`src/rtl/core/lpfr_pkg.sv`:
```
// Package: shared constants, codes and types for the length-prefixed frame receiver.
`timescale 1ns / 1ps
`default_nettype none
package lpfr_pkg;

    localparam int MAX_CAPACITY = 256;
    localparam int CNT_W        = $clog2(MAX_CAPACITY + 1);

    localparam int CAP_W  = 9;
    localparam int TICK_W = 32;
    localparam int LEN_W  = 17;

    localparam logic [7:0]       START_BYTE  = 8'hAA;
    localparam logic [LEN_W-1:0] HEADER_LEN  = LEN_W'(5);
    localparam logic [LEN_W-1:0] TRAILER_LEN = LEN_W'(2);
    localparam logic [CNT_W-1:0] LEN_HI_POS  = CNT_W'(4);

    localparam logic [TICK_W-1:0] CAPACITY_RESET = TICK_W'(10);
    localparam logic [TICK_W-1:0] TIMEOUT_RESET  = TICK_W'(1000);

    typedef enum logic [1:0] {
        OP_START = 2'd0,
        OP_BYTE  = 2'd1,
        OP_TICK  = 2'd2
    } opcode_t;

    typedef enum logic [1:0] {
        EV_STORED   = 2'd0,
        EV_COMPLETE = 2'd1,
        EV_TIMEOUT  = 2'd2
    } event_t;

    typedef enum logic {
        REG_CAPACITY = 1'b0,
        REG_TIMEOUT  = 1'b1
    } cfg_reg_t;

    typedef struct packed {
        logic             valid;
        logic [1:0]       evt;
        logic [7:0]       byte_index;
        logic [7:0]       data_byte;
        logic [LEN_W-1:0] frame_length;
    } lpfr_result_t;

endpackage
`default_nettype wire

```
`src/rtl/core/lpfr_state.sv`:
```
// Receive state registers and the per-transaction update and result logic.
`timescale 1ns / 1ps
`default_nettype none
module lpfr_state (
    input  wire logic                        aclk,
    input  wire logic                        aresetn,
    input  wire logic                        item_accept,
    input  wire logic [1:0]                  opcode,
    input  wire logic [7:0]                  rx_byte,
    input  wire logic [lpfr_pkg::CAP_W-1:0]  capacity,
    input  wire logic [lpfr_pkg::TICK_W-1:0] timeout_ticks,
    output lpfr_pkg::lpfr_result_t           result
);

    logic                        active_reg,       active_next;
    logic [lpfr_pkg::CNT_W-1:0]  count_reg,        count_next;
    logic [7:0]                  len_hi_reg,       len_hi_next;
    logic [lpfr_pkg::LEN_W-1:0]  exp_len_reg,      exp_len_next;
    logic                        len_known_reg,    len_known_next;
    logic [lpfr_pkg::TICK_W-1:0] ticks_reg,        ticks_next;

    logic [lpfr_pkg::CNT_W-1:0]  cap_eff;
    logic [lpfr_pkg::CNT_W-1:0]  count_inc;
    logic [lpfr_pkg::TICK_W-1:0] ticks_inc;
    logic                        expired;

    always_comb begin
        if (32'(capacity) > 32'(lpfr_pkg::MAX_CAPACITY)) begin
            cap_eff = lpfr_pkg::CNT_W'(lpfr_pkg::MAX_CAPACITY);
        end else begin
            cap_eff = lpfr_pkg::CNT_W'(capacity);
        end
    end

    assign count_inc = count_reg + lpfr_pkg::CNT_W'(1);
    assign ticks_inc = (ticks_reg == '1) ? ticks_reg : ticks_reg + lpfr_pkg::TICK_W'(1);
    assign expired   = (ticks_reg >= timeout_ticks);

    always_comb begin
        active_next    = active_reg;
        count_next     = count_reg;
        len_hi_next    = len_hi_reg;
        exp_len_next   = exp_len_reg;
        len_known_next = len_known_reg;
        ticks_next     = ticks_reg;
        result         = '0;

        case (lpfr_pkg::opcode_t'(opcode))
            lpfr_pkg::OP_START: begin
                active_next    = 1'b1;
                count_next     = '0;
                len_hi_next    = '0;
                exp_len_next   = '0;
                len_known_next = 1'b0;
                ticks_next     = '0;
            end
            lpfr_pkg::OP_TICK: begin
                if (active_reg) begin
                    ticks_next = ticks_inc;
                    if (ticks_inc >= timeout_ticks) begin
                        active_next         = 1'b0;
                        result.valid        = 1'b1;
                        result.evt          = lpfr_pkg::EV_TIMEOUT;
                        result.frame_length = len_known_reg ? exp_len_reg : '0;
                    end
                end
            end
            lpfr_pkg::OP_BYTE: begin
                if (active_reg && !expired
                        && !(count_reg == '0 && rx_byte != lpfr_pkg::START_BYTE)
                        && (count_reg < cap_eff)) begin
                    count_next = count_inc;
                    if (count_inc == lpfr_pkg::LEN_HI_POS) begin
                        len_hi_next = rx_byte;
                    end
                    if (32'(count_inc) >= 32'(lpfr_pkg::HEADER_LEN) && !len_known_reg) begin
                        exp_len_next   = lpfr_pkg::HEADER_LEN + lpfr_pkg::TRAILER_LEN
                                       + lpfr_pkg::LEN_W'({len_hi_next, rx_byte});
                        len_known_next = 1'b1;
                    end
                    result.valid        = 1'b1;
                    result.byte_index   = count_reg[7:0];
                    result.data_byte    = rx_byte;
                    result.frame_length = len_known_next ? exp_len_next : '0;
                    if (len_known_next && lpfr_pkg::LEN_W'(count_inc) >= exp_len_next) begin
                        active_next = 1'b0;
                        result.evt  = lpfr_pkg::EV_COMPLETE;
                    end else begin
                        result.evt  = lpfr_pkg::EV_STORED;
                    end
                end
            end
            default: begin
            end
        endcase
    end

    always_ff @(posedge aclk) begin
        if (!aresetn) begin
            active_reg    <= 1'b0;
            count_reg     <= '0;
            len_hi_reg    <= '0;
            exp_len_reg   <= '0;
            len_known_reg <= 1'b0;
            ticks_reg     <= '0;
        end else if (item_accept) begin
            active_reg    <= active_next;
            count_reg     <= count_next;
            len_hi_reg    <= len_hi_next;
            exp_len_reg   <= exp_len_next;
            len_known_reg <= len_known_next;
            ticks_reg     <= ticks_next;
        end
    end

endmodule
`default_nettype wire

```
`src/rtl/core/length_prefixed_frame_receiver.sv`:
```
// Top level: length-prefixed frame receiver with tick timeout.
//
//  channel | direction | handshake              | payload
//  s_      | in        | s_valid / s_ready      | s_opcode, s_rx_byte
//  m_      | out       | m_valid / m_ready      | m_event_res, m_byte_index,
//          |           |                        | m_data_byte, m_frame_length
//  cfg_    | in        | cfg_valid / cfg_ready  | cfg_index, cfg_data
//
// One input transaction per cycle while s_ready is high; its result appears in the output register
// on the next cycle. s_ready is high whenever the output register is empty or
// being drained this cycle, so stalls come only from m_ready.
// Synchronous active-low reset; the config port is always ready.
`timescale 1ns / 1ps
`default_nettype none
module length_prefixed_frame_receiver (
    input  wire logic                        aclk,
    input  wire logic                        aresetn,

    input  wire logic                        s_valid,
    output      logic                        s_ready,
    input  wire logic [1:0]                  s_opcode,
    input  wire logic [7:0]                  s_rx_byte,

    output      logic                        m_valid,
    input  wire logic                        m_ready,
    output      logic [1:0]                  m_event_res,
    output      logic [7:0]                  m_byte_index,
    output      logic [7:0]                  m_data_byte,
    output      logic [lpfr_pkg::LEN_W-1:0]  m_frame_length,

    input  wire logic                        cfg_valid,
    output      logic                        cfg_ready,
    input  wire logic                        cfg_index,
    input  wire logic [lpfr_pkg::TICK_W-1:0] cfg_data
);

    logic [lpfr_pkg::CAP_W-1:0]  capacity_reg;
    logic [lpfr_pkg::TICK_W-1:0] timeout_reg;

    logic                        out_valid_reg, out_valid_next;
    lpfr_pkg::lpfr_result_t      out_reg;
    lpfr_pkg::lpfr_result_t      result;
    logic                        item_accept;

    assign cfg_ready   = 1'b1;
    assign s_ready     = !out_valid_reg || m_ready;
    assign item_accept = s_valid && s_ready;

    always_ff @(posedge aclk) begin
        if (!aresetn) begin
            capacity_reg <= lpfr_pkg::CAP_W'(lpfr_pkg::CAPACITY_RESET);
            timeout_reg  <= lpfr_pkg::TIMEOUT_RESET;
        end else if (cfg_valid && cfg_ready) begin
            case (lpfr_pkg::cfg_reg_t'(cfg_index))
                lpfr_pkg::REG_CAPACITY: capacity_reg <= cfg_data[lpfr_pkg::CAP_W-1:0];
                lpfr_pkg::REG_TIMEOUT:  timeout_reg  <= cfg_data;
                default: begin
                end
            endcase
        end
    end

    lpfr_state u_state (
        .aclk          (aclk),
        .aresetn       (aresetn),
        .item_accept   (item_accept),
        .opcode        (s_opcode),
        .rx_byte       (s_rx_byte),
        .capacity      (capacity_reg),
        .timeout_ticks (timeout_reg),
        .result        (result)
    );

    always_comb begin
        out_valid_next = out_valid_reg;
        if (item_accept && result.valid) begin
            out_valid_next = 1'b1;
        end else if (m_ready) begin
            out_valid_next = 1'b0;
        end
    end

    always_ff @(posedge aclk) begin
        if (!aresetn) begin
            out_valid_reg <= 1'b0;
        end else begin
            out_valid_reg <= out_valid_next;
        end
    end

    always_ff @(posedge aclk) begin
        if (item_accept && result.valid) begin
            out_reg <= result;
        end
    end

    assign m_valid        = out_valid_reg;
    assign m_event_res    = out_reg.evt;
    assign m_byte_index   = out_reg.byte_index;
    assign m_data_byte    = out_reg.data_byte;
    assign m_frame_length = out_reg.frame_length;

endmodule
`default_nettype wire

```
`config.mk`:
```
export PLATFORM = sky130hd
export DESIGN_NAME = length_prefixed_frame_receiver
export DESIGN_NICKNAME = d
export VERILOG_FILES = /design/src/rtl/core/lpfr_pkg.sv /design/src/rtl/core/lpfr_state.sv /design/src/rtl/core/length_prefixed_frame_receiver.sv
export SDC_FILE = /design/constraint.sdc
export NUM_CORES = 1
export LEC_CHECK = 0
export ABC_AREA = 1
export ABC_CLOCK_PERIOD_IN_PS = 3900
export BUFFER_PORTS_ARGS = -buffer_cell sky130_fd_sc_hd__buf_4
export CORE_ASPECT_RATIO = 1.75
export CORE_UTILIZATION = 35
export CTS_CLUSTER_DIAMETER = 150
export DETAILED_ROUTE_END_ITERATION = 10
export HOLD_SLACK_MARGIN = 0.1
export PLACE_DENSITY = 0.57
export SLEW_MARGIN = 20
export SYNTH_ARGS = -nofsm -noshare
export SYNTH_HDL_FRONTEND = slang
export SYNTH_SLANG_ARGS = --single-unit
```
`constraint.sdc`:
```
create_clock -name aclk -period 3.9 [get_ports aclk]
set_input_delay 0.195 -clock aclk [delete_from_list [all_inputs] [get_ports aclk]]
set_output_delay 0.195 -clock aclk [all_outputs]
set_load 0.05 [all_outputs]
```
; After elaboration in Yosys (flattened, before gate mapping)
; Cells that the tools add are included.
[word_totals]
input_bits = 48
romBits = 0
word_cells = 94
output_inout_bits = 38
regBits = 145
memories = 0
latch_bits = 0
mem_bits_rw = 0
[classes]
n_eq_ne = 8
bitwise = 1
order_cmp = 6
muxes = 38
n_mul = 0
shift = 0
div_mod_pow = 0
n_reduce_logical = 25
n_addsub = 3
[op_table]
columns = operator, n
row1 = $mux W17, 8
row2 = $pmux W17 S2, 2
row3 = $ge A32 B32 Y1, 2
row4 = $mux W32, 2
row5 = $pmux W32 S2, 1
row6 = $mux W36, 1
row7 = $add A32 B1 Y32 const B, 1
row8 = $eq A32 B32 Y1 const B, 1
row9 = $mux W8, 4
row10 = $mux W9, 2
row11 = $pmux W9 S2, 1
row12 = $add A3 B16 Y17 const A, 1
row13 = $ge A9 B17 Y1, 1
row14 = $pmux W8 S2, 1
row15 = $mux W1, 11
row16 = $add A9 B1 Y9 const B, 1
row17 = $eq A9 B3 Y1 const B, 1
row18 = $ge A9 B3 Y1 const B, 1
row19 = $gt A9 B9 Y1 const B, 1
row20 = $logic_not A9 Y1, 1
row21 = $lt A9 B9 Y1, 1
row22 = $logic_and A1 B1 Y1, 8
row23 = $ne A8 B8 Y1 const B, 1
row24 = $mux W3, 2
row25 = other kinds (15), 25

; Longest topological paths before layout
; Gate-level depths: netlist of run 1.
[depth]
depth_word = 18
ltp_mapped = 30
depth_no_buf = 28

; Cells and area by module
; From an unflattened synthesis of run 1, not the netlist that was laid out.
[unflattened]
cells_unflattened = 1287
area_unflattened_um2 = 9287.7
[modules_own_cells]
columns = module, seq_area_each_um2, instances, cells_per_inst, area_per_inst_um2
row1 = lpfr_state, 1361.3, 1, 1044, 6670.1
row2 = length_prefixed_frame_receiver, 1891.8, 1, 243, 2617.5

; Least setup slack after synthesis of run 1
; OpenSTA, ideal clock, no wires.
[synth_path]
path_kind = flip-flop to flip-flop
startpoint = register u_state.ticks_reg[0] (netlist name)
endpoint = register out_reg (netlist bit m_byte_index[0]) (enable)
t_required_ps = 3510
path_buffers = 0
setup_ps = 390
synth_period_minus_slack_ps = 4246
arrival_ps = 3856
path_stages_with_launch = 24
setup_slack_ps = -346
path_cell_list = dfxtp_1 ha_1 nand4_1 nor2_1 nand3_1 nor2_1 nand4_1 inv_1 nand4_1 nor3_1 nand2_1 xnor2_1 ha_1 nand2_1 inv_1 nand3_1 nor3_1 and3_1 nand4_1 nand3_1 nand3_1 nand2_1 nand3_1 inv_1
[synth_via]
elab_chain_cells = 8
elab_cells_between_ends = 14
cone_classes = add/sub (1) / order compare (2) / eq/ne (1) / mux (5) / reduce/logical (5)
[synth_lines]
columns = item, line_no
row1 = start: declaration, lpfr_state.sv:20  ; logic [lpfr_pkg::TICK_W-1:0] ticks_reg, ticks_next;
row2 = start signal: assignment, lpfr_state.sv:112  ; ticks_reg <= ticks_next;
row3 = "parallel branches: the longest is 6 deep, another holds $add A32 B1 Y32", -
row4 = $pmux W3 S2 (*), lpfr_state.sv:48  ; case (lpfr_pkg::opcode_t'(opcode))
row5 = $logic_and A1 B1 Y1 (*), length_prefixed_frame_receiver.sv:92  ; if (item_accept && result.valid) begin
row6 = end signal: assignment, length_prefixed_frame_receiver.sv:93  ; out_reg <= result;
row7 = end: declaration, length_prefixed_frame_receiver.sv:41  ; lpfr_pkg::lpfr_result_t out_reg;
; Mark *: on every way between the ends.
; A chain may end at the register's enable or synchronous reset.

; Final worst setup path of run 1
[layout_path]
startpoint = register u_state.ticks_reg[0] (netlist name)
endpoint = register out_reg (netlist bit m_event_res[1]) (enable)
; Same word-level chain as after synthesis.

==> results_dict.tcl, run 1 <==
set metrics [dict create \
    status "finished, violations left" \
    violations "negative setup slack" \
    vias_per_cell 4.98 \
    syn_nets 1377 \
    cap_violations 0 \
    coreArea_sq_mm 0.0253 \
    clk_path_buf_depth 2 \
    grt_pass1_wl_um 42400 \
    drive_gt1_share_pct 20.9 \
    critical_path_arrival_ns 4.20 \
    dr_wl_met3_um 674 \
    yosys.area.top_type_share_pct 24.4 \
    tightest_slew_ns 1.03 \
    wirelength_um 27100 \
    die_x_um 124 \
    syn_inst 1238 \
    multi_input_area_sq_mm 0.00534 \
    setup_viol 44 \
    fin_nets 1596 \
    overflow 0 \
    io_pins 86 \
    die_h_um 215 \
    nFillCells 2591 \
    row_count 77 \
    hold_depth 3 \
    dr.pass1.iters 4 \
    wl_met1_um 9760 \
    crit_start "u_state.ticks_reg[0]$_SDFFE_PN0P_" \
    cts_buffers 17 \
    final_antenna_net_count 0 \
    antennaDiodeCount 0 \
    globalplace.congestion 0.866 \
    highest_layer "met4" \
    seq_area_frac_synth_pct 36.0 \
    cts-root-buf "clkbuf_16" \
    synthTopCellsByArea "dfxtp_1 (24%), nand2_1 (13%), ha_1 (13%)" \
    dpl-instance-area_sq_mm 0.0107 \
    min_path_type "in2reg" \
    reg2reg_from "u_state.ticks_reg[0]$_SDFFE_PN0P_" \
    crit_required_ns 4.06 \
    startpoint_type "register" \
    finalMaxSlewViolations 0 \
    hold_start "s_rx_byte[3]" \
    clock-sinks 145 \
    synth_edf_count 35 \
    synth-seq-cells 145 \
    final_cell_mix "nand2_1 (320), buf_4 (196), a21oi_1 (133), inv_1 (118), dfxtp_1 (103)" \
    synth-main-ff-cell "dfxtp_1" \
    layout_min_cycle_time_ns 4.04 \
    finalHoldViolCount 0 \
    route.met2.wl_um 15600 \
    ys_types 52 \
    utilization_pct 47.3 \
    wl_per_cell_um 15.2 \
    antenna_found_initial 0 \
    crit_fanout 8 \
    clock_skew_ns 0.00668 \
    insertion_delay_ns 0.44 \
    area_growth_syn_to_layout_pct 32.6 \
    peakVddDrop_uv 296 \
    fin_ws_ns -0.138 \
    clock.fmax_mhz 248 \
    cts_tree "done" \
    grt_pass1_vias 8642 \
    drt_iter0_markers 535 \
    hpwl_um 20500 \
    clk_pin_slew_ns 0.06 \
    crit_path_end_kind "register" \
    crit_type "reg2reg" \
    setup_tns_ns -4.34 \
    async_reset_ff_share_pct 0 \
    stdcell_area_sq_mm 0.0120 \
    drc 0 \
    grt_max_degree 53 \
    critPathSlowestCell "dfxtp_4" \
    start_util_pct 35.7 \
    synth_area_per_cell_sq_um 7.30 \
    pwr_density_cell_mw_per_mm2 280 \
    slowest_delay_ns 0.36 \
    portBuffers 84 \
    syn_area_sq_mm 0.00904 \
    slew_headroom_pct 31.3 \
    fin_crit_sh_pct 104 \
    grt_use_total_pct 21.2 \
    p_leak_nw 5.11 \
    htreeDepth 4 \
    final_common_cell "nand2_1" \
    yosys_warnings 0 \
    vias 8884 \
    synth.largest_area_cell "dfxtp_1" \
    register_area_sq_mm 0.00327 \
    die_area_sq_mm 0.0265 \
    r2r_cells 26 \
    rsz0062_at_grt "true" \
]
## metrics by stage
step	instances	hold slack, ns	power, mW	worst slack, ns
after floorplan	1238	0.321	1.77	-0.0572
after global placement	1695	0.420	1.88	-0.0615
after detailed placement	1695	0.426	1.88	-0.180
after CTS	1775	0.119	3.39	-0.112
after global routing	1784	0.158	3.49	-0.456
final	1784	0.138	3.36	-0.138
## critical path: cells and delay by family (launching register included)
family | cells | cell delay [ns]
simple gates | 19 | 2.44
flops | 1 | 0.36
buf+inv | 4 | 0.45
fa+ha+maj | 2 | 0.41
xor+xnor | 1 | 0.09
## repair_timing
item                                    in CTS  in global routing
buffers inserted                            15                 10
hold endpoints to repair                    42                  0
pin swaps                                    0                 19
endpoints found under the setup margin      54                 56
hold buffers                                33                  0
gates resized for setup                     19                 30
gates cloned                                 2                  1
## power by group
group          total (mW)  leakage (nW)  internal (mW)  switching [mW]
combinational       0.314          3.70          0.129           0.185
sequential           1.57          1.15           1.56          0.0110
clock                1.47         0.252          0.871           0.603
total                3.36          5.11           2.56           0.800
## worst paths after layout
path | to | slack [ns]
setup / recovery | m_event_res[1]$_DFFE_PP_ | -0.14
hold / removal | m_data_byte[3]$_SDFFCE_PN0P_ | 0.14
setup reg to reg | m_event_res[1]$_DFFE_PP_ | -0.14
hold reg to reg | u_state.len_hi_reg[7]$_SDFFE_PN0P_ | 0.46
## cell usage after synthesis, drive strengths merged, types with 2 or more instances
library cell / n
buf: 7
edfxtp: 35
inv: 123
a31oi: 2
o211ai: 9
a221oi: 2
nor2: 99
ha: 91
xor2: 22
or2: 7
a21oi: 136
a211oi: 2
nand4: 22
o32ai: 2
nand2: 336
xnor2: 9
nor3: 22
o21ai: 75
dfxtp: 110
nor4: 13
clkbuf: 34
o21a: 3
clkinv: 2
nand3: 63
## routing by layer
layer | vias up | GRT usage, %
met5 | - | 0
met4 | 0 | 10.9
met3 | 59 | 3.43
met2 | 160 | 42.5
met1 | 4092 | 19.5
li1 | 4573 | -
## cell type report
cell class / instances / area share (%)
Multi-Input combinational cell: 927 / 44.5
Sequential cell: 145 / 27.2
Timing Repair Buffer: 241 / 16.7
Clock buffer: 29 / 4.26
Inverter: 125 / 3.94
Tap cell: 316 / 3.30
Clock inverter: 1 / 0.0417
## cells by family (layout without fill, tap and decap cells)
group | Yosys count | count (layout) | synth area share, %
AO/OA/AOI/OAI | 238 | 238 | 14.0
buffers and inverters | 166 | 396 | 7.06
multiplexers | 1 | 1 | 0.111
flip-flops | 145 | 145 | 36.0
other | 1 | 1 | 0.0415
AND/OR/NAND/NOR | 565 | 565 | 27.2
XOR/XNOR | 31 | 31 | 3.00
adder cells (fa/ha/maj) | 91 | 91 | 12.6
Power figures use the tool's default switching activity.
==> run 2, diff against run 1 <==
Settings changed: CORE_ASPECT_RATIO 1.75 to 0.6.
==> run 2 against run 1 <==
Compared with the run above: the run still ends with negative setup slack left; final area increased by 0.59%; count of clock-buffer cells in the layout decreased by 12; via count increased by 1.3%; register-to-register slack about the same; die area barely moved; critical path depth is 1 lower; global-route usage increased by 0.34 points; sequential share of layout area is 0.12 points lower; combinational power about the same; flip-flop and latch count did not move; largest power group is now clock.
==> results_dict.tcl, run 2 (synthesized netlist as in run 1, its figures left out) <==
set metrics [dict create \
    setup_viol 44 \
    tightest_slew_ns 1.08 \
    cp_num_buf_inv 5 \
    finalMaxSlewViolations 0 \
    reg2reg_from "u_state.ticks_reg[1]$_SDFFE_PN0P_" \
    startpoint_type "register" \
    row_count 45 \
    rsz0062_at_grt "true" \
    coreArea_sq_mm 0.0253 \
    p_sw_mw 0.904 \
    clk_path_buf_depth 2 \
    status "finished, violations left" \
    clock.fmax_mhz 247 \
    final_antenna_net_count 0 \
    antennaDiodeCount 0 \
    crit_fanout 13 \
    crit_required_ns 4.06 \
    fin_crit_sh_pct 104 \
    cts_buffers 17 \
    cts_tree "done" \
    die_x_um 210 \
    crit_start "u_state.ticks_reg[1]$_SDFFE_PN0P_" \
    place_ws_ns -0.184 \
    crit_family "simple AND/OR/NAND/NOR gates" \
    clk_pin_slew_ns 0.06 \
    drive_gt1_share_pct 21.3 \
    cap_violations 0 \
    critPathSlowestCell "dfxtp_4" \
    die_area_sq_mm 0.0265 \
    dpl-instance-area_sq_mm 0.0106 \
    area_growth_syn_to_layout_pct 33.4 \
    grt_pass1_wl_um 44400 \
    p_int_mw 2.75 \
    vias_per_cell 5.05 \
    hpwl_um 20700 \
    slew_headroom_pct 27.6 \
    htreeDepth 4 \
    crit_type "reg2reg" \
    portBuffers 84 \
    grt_max_degree 53 \
    hold_start "s_rx_byte[6]" \
    grt_pass1_vias 8199 \
    pwr-share-clk_pct 48.3 \
    drc 0 \
    overflow 0 \
    globalplace.congestion 0.879 \
    layout_min_cycle_time_ns 4.04 \
    grt_use_total_pct 21.6 \
    antenna_found_initial 1 \
    stdcell_area_sq_mm 0.0121 \
    pwr_density_cell_mw_per_mm2 303 \
    critical_path_arrival_ns 4.20 \
    final_cell_mix "nand2_1 (319), buf_4 (179), a21oi_1 (132), inv_1 (115), dfxtp_1 (101)" \
    p_comb_share_pct 8.7 \
    clock_skew_ns 0.00833 \
    violations "negative setup slack" \
    fin_nets 1579 \
    p_leak_nw 5.10 \
    power.total_mw 3.65 \
    insertion_delay_ns 0.45 \
    cts-root-buf "clkbuf_16" \
    seq_power_share_pct 43.0 \
    die_h_um 127 \
    wl_per_cell_um 15.8 \
    final_common_cell "nand2_1" \
    fin_ws_ns -0.144 \
    finalHoldViolCount 0 \
    wirelength_um 28200 \
    slowest_delay_ns 0.37 \
    io_pins 86 \
    min_path_type "in2reg" \
    crit_path_end_kind "register" \
    dr.pass1.iters 6 \
    peakVddDrop_uv 212 \
    clock-sinks 145 \
    vias 9001 \
    regToRegSetupSlack_ns -0.14 \
    start_util_pct 35.7 \
    p_sw_share_pct 24.8 \
    drt_iter0_markers 684 \
]
## run 2: final cells by class
cell class                      instances  area, sq um
Clock buffer                           17          425
Clock inverter                         15          190
Fill cell                            2529        13300
Inverter                              125          473
Multi-Input combinational cell        927         5380
Sequential cell                       145         3270
Tap cell                              329          412
Timing Repair Buffer                  224         1910
## run 2: stage by stage
stage	setup TNS [ns]	hold slack, ns	std cells	util, %
3_3_place_gp	-5.55	0.426	1690	41.8
5_1_grt	-20.02	0.132	1782	47.6
6_report	-4.68	0.128	1782	47.6
3_5_place_dp	-7.56	0.429	1690	41.8
4_1_cts	-2.60	0.113	1773	46.5
2_1_floorplan	-2.00	0.321	1238	-
## run 2: worst reg2reg max path, cell delays in order, from the launching register on
cell	delay (ns)
dfxtp_4	0.37
ha_4	0.13
nand4_1	0.12
nor2_2	0.15
nand3_2	0.13
nor2_2	0.13
nand4_1	0.19
inv_1	0.13
nand4_1	0.17
nor3_2	0.25
nand2_1	0.10
xnor2_1	0.15
ha_1	0.30
nand2_2	0.07
inv_2	0.05
nand3_2	0.09
nor3_2	0.15
and3_4	0.22
nand4_1	0.10
nand3_2	0.12
nand3_2	0.08
nand2_2	0.11
nand3_4	0.08
clkinvlp_4	0.11
buf_4	0.12
buf_12	0.13
## run 2: power groups by stage
stage | clock [mW] | combinational [mW] | sequential [mW]
after floorplan | 0 | 0.168 | 1.60
after global placement | 0 | 0.272 | 1.60
after detailed placement | 0 | 0.276 | 1.60
after CTS | 1.79 | 0.309 | 1.57
after global routing | 1.86 | 0.357 | 1.57
final | 1.76 | 0.317 | 1.57
## run 2: timing repair
| item | 4_1_cts | 5_1_grt |
|---|---|---|
| pin swaps | 7 | 16 |
| hold endpoints to repair | 43 | 0 |
| resized for setup | 12 | 54 |
| gates cloned | 2 | 2 |
| endpoints found under the setup margin | 52 | 60 |
| setup buffers | 15 | 8 |
| hold buffers | 34 | 0 |
## run 2: final timing paths
kind,endpoint,cells after the start
hold / removal,m_data_byte[6]$_SDFFCE_PN0P_,3
setup / recovery,m_byte_index[0]$_SDFFCE_PN0P_,25
hold reg to reg,u_state.len_hi_reg[4]$_SDFFE_PN0P_,2
setup reg to reg,m_byte_index[0]$_SDFFCE_PN0P_,25
## run 2: layer usage
metal,GRT usage [%],up-vias,part of all wire [%]
li1,-,4542,-
met1,34.8,4198,56
met2,27.2,233,37
met3,5.35,26,6.5
met4,5.71,2,1.2
met5,0,-,0.046
==> run 3, diff against run 2 <==
Settings changed: ABC_CLOCK_PERIOD_IN_PS 3900 to 4790, HOLD_SLACK_MARGIN 0.1 to unset, PLACE_DENSITY 0.57 to unset.
Clock period 3.9 ns to 4.79 ns, I/O delays scaled along.
==> run 3 against run 2 <==
Compared with the run above: the flow now finishes without violations; largest cell class unchanged; flip-flop and latch count stayed put; largest power group is now registers; critical path depth stayed put; non-clock buffer count is 119 lower; critical endpoint is now m_frame_length[11]$_DFFE_PP_.
==> results_dict.tcl, run 3 (synthesized netlist as in run 1, its figures left out) <==
set metrics [dict create \
    min_path_type "in2reg" \
    start_util_pct 35.7 \
    htreeDepth 4 \
    critical_path_arrival_ns 4.56 \
    utilization_pct 42.3 \
    cap_violations 0 \
    place_inst 1625 \
    whs_ns 0.0295 \
    hpwl_um 19500 \
    clock-sinks 145 \
    insertion_delay_ns 0.44 \
    stdcell_area_sq_mm 0.0107 \
    crit_type "reg2reg" \
    grt_pass1_vias 7725 \
    clock_skew_ns 0.0104 \
    grt_pass1_wl_um 41800 \
    cts_tree "done" \
    grt_max_degree 53 \
    status "completed" \
    dpl-instance-area_sq_mm 0.0101 \
    final_common_cell "nand2_1" \
    place_ws_ns 0.296 \
    tightest_slew_ns 1.03 \
    crit_fanout 17 \
    grt_use_total_pct 20.1 \
    drive_gt1_share_pct 13.9 \
    final_antenna_net_count 0 \
    drt_iter0_markers 895 \
    r2r_cells 25 \
    power.total_mw 2.78 \
    cts-root-buf "clkbuf_16" \
    drc 0 \
    antennaDiodeCount 0 \
    io_pins 86 \
    die_area_sq_mm 0.0265 \
    p_leak_nw 4.40 \
    cts_buffers 17 \
    crit_required_ns 4.94 \
    finalMaxSlewViolations 0 \
    nFillCells 2603 \
    slew_headroom_pct 30.5 \
    pwr_density_cell_mw_per_mm2 260 \
    clk_path_buf_depth 2 \
    dr.pass1.iters 6 \
    hold_start "cfg_data[3]" \
    crit_path_end_kind "register" \
    setup_tns_ns 0 \
    fin_cells 1663 \
    vias_per_cell 5.09 \
    hold_depth 3 \
    regToRegSetupSlack_ns 0.38 \
    final_cell_mix "nand2_1 (323), a21oi_1 (136), inv_1 (118), dfxtp_1 (109), buf_4 (103)" \
    fin_nets 1460 \
    area_growth_syn_to_layout_pct 18.4 \
    reg2reg_from "u_state.ticks_reg[1]$_SDFFE_PN0P_" \
    fin_ws_ns 0.380 \
    clock.fmax_mhz 227 \
    vias 8469 \
    holdBufCountCts 0 \
    finalHoldViolCount 0 \
    antenna_found_initial 0 \
    globalplace.congestion 0.902 \
    regToRegEndpoint "m_frame_length[11]$_DFFE_PP_" \
    fin_crit_sh_pct 92.1 \
    layout_min_cycle_time_ns 4.41 \
    wirelength_um 26300 \
    min_to "capacity_reg[3]$_SDFFE_PN1P_" \
    row_count 45 \
    clk_pin_slew_ns 0.07 \
    portBuffers 84 \
    coreArea_sq_mm 0.0253 \
    wl_per_cell_um 15.8 \
    setup_viol 0 \
    die_h_um 127 \
    peakVddDrop_uv 158 \
    overflow 0 \
    startpoint_type "register" \
    die_x_um 210 \
]
-- run 3: changes by cell type in the layout (fill, tap and decap cells not counted), moves of 6 or more --
cell,change
buf_4,-76
dfxtp_1,+8
dlygate4sd3_1,-34
nand3_1,+6
o21ai_0,+9
o21ai_1,-8
-- run 3: power by group --
part	internal (mW)	switching, mW
clock network	0.676	0.602
registers	1.27	0.00984
logic	0.0788	0.147
-- run 3: worst max-delay path by stage --
stage | start | endpoint
2_1_floorplan | u_state.ticks_reg[0]$_SDFFE_PN0P_ | m_byte_index[0]$_SDFFCE_PN0P_
4_1_cts | u_state.ticks_reg[0]$_SDFFE_PN0P_ | m_frame_length[2]$_DFFE_PP_
5_1_grt | u_state.ticks_reg[1]$_SDFFE_PN0P_ | m_frame_length[8]$_DFFE_PP_
3_5_place_dp | u_state.ticks_reg[0]$_SDFFE_PN0P_ | m_frame_length[15]$_DFFE_PP_
6_report | u_state.ticks_reg[1]$_SDFFE_PN0P_ | m_frame_length[11]$_DFFE_PP_
3_3_place_gp | u_state.ticks_reg[0]$_SDFFE_PN0P_ | m_byte_index[4]$_SDFFCE_PN0P_
-- run 3: area by class of cell --
class	count	area, sq um	area share (%)
Sequential cell	145	3250	30.4
Inverter	125	469	4.38
Clock inverter	15	126	1.18
Tap cell	329	412	3.84
Multi-Input combinational cell	927	5200	48.6
Timing Repair Buffer	105	818	7.64
Clock buffer	17	425	3.97
-- run 3: critical path, stage by stage (launching register included) --
cell	delay, ns
dfxtp_1	0.37
ha_1	0.21
nand4_1	0.17
nor2_2	0.19
nand3_1	0.14
nor2_2	0.19
nand4_1	0.18
nor3_2	0.17
nand2_2	0.16
nand4_1	0.19
buf_4	0.15
buf_4	0.09
nor2_1	0.05
xor2_1	0.16
ha_1	0.29
nand2_1	0.08
nor2_1	0.17
nand2_1	0.08
o211ai_1	0.10
a21oi_1	0.15
nand3_1	0.14
nand3_1	0.12
nand2_1	0.10
nand3_1	0.11
inv_2	0.14
clkbuf_16	0.20
-- run 3: metal layers --
metal | routed length (um) | up-vias | share of wire, % | global-route usage (%)
met5 | 0 | - | 0 | 0
li1 | - | 4308 | - | -
met4 | 194 | 0 | 0.74 | 4.16
met1 | 14500 | 3871 | 55 | 33.0
met3 | 2080 | 18 | 7.9 | 4.58
met2 | 9510 | 272 | 36 | 25.4
-- run 3: timing repair --
| item | in CTS | in global routing |
|---|---|---|
| setup buffers | 0 | 5 |
| setup endpoints to repair | 0 | 53 |
| resized for setup | 0 | 12 |
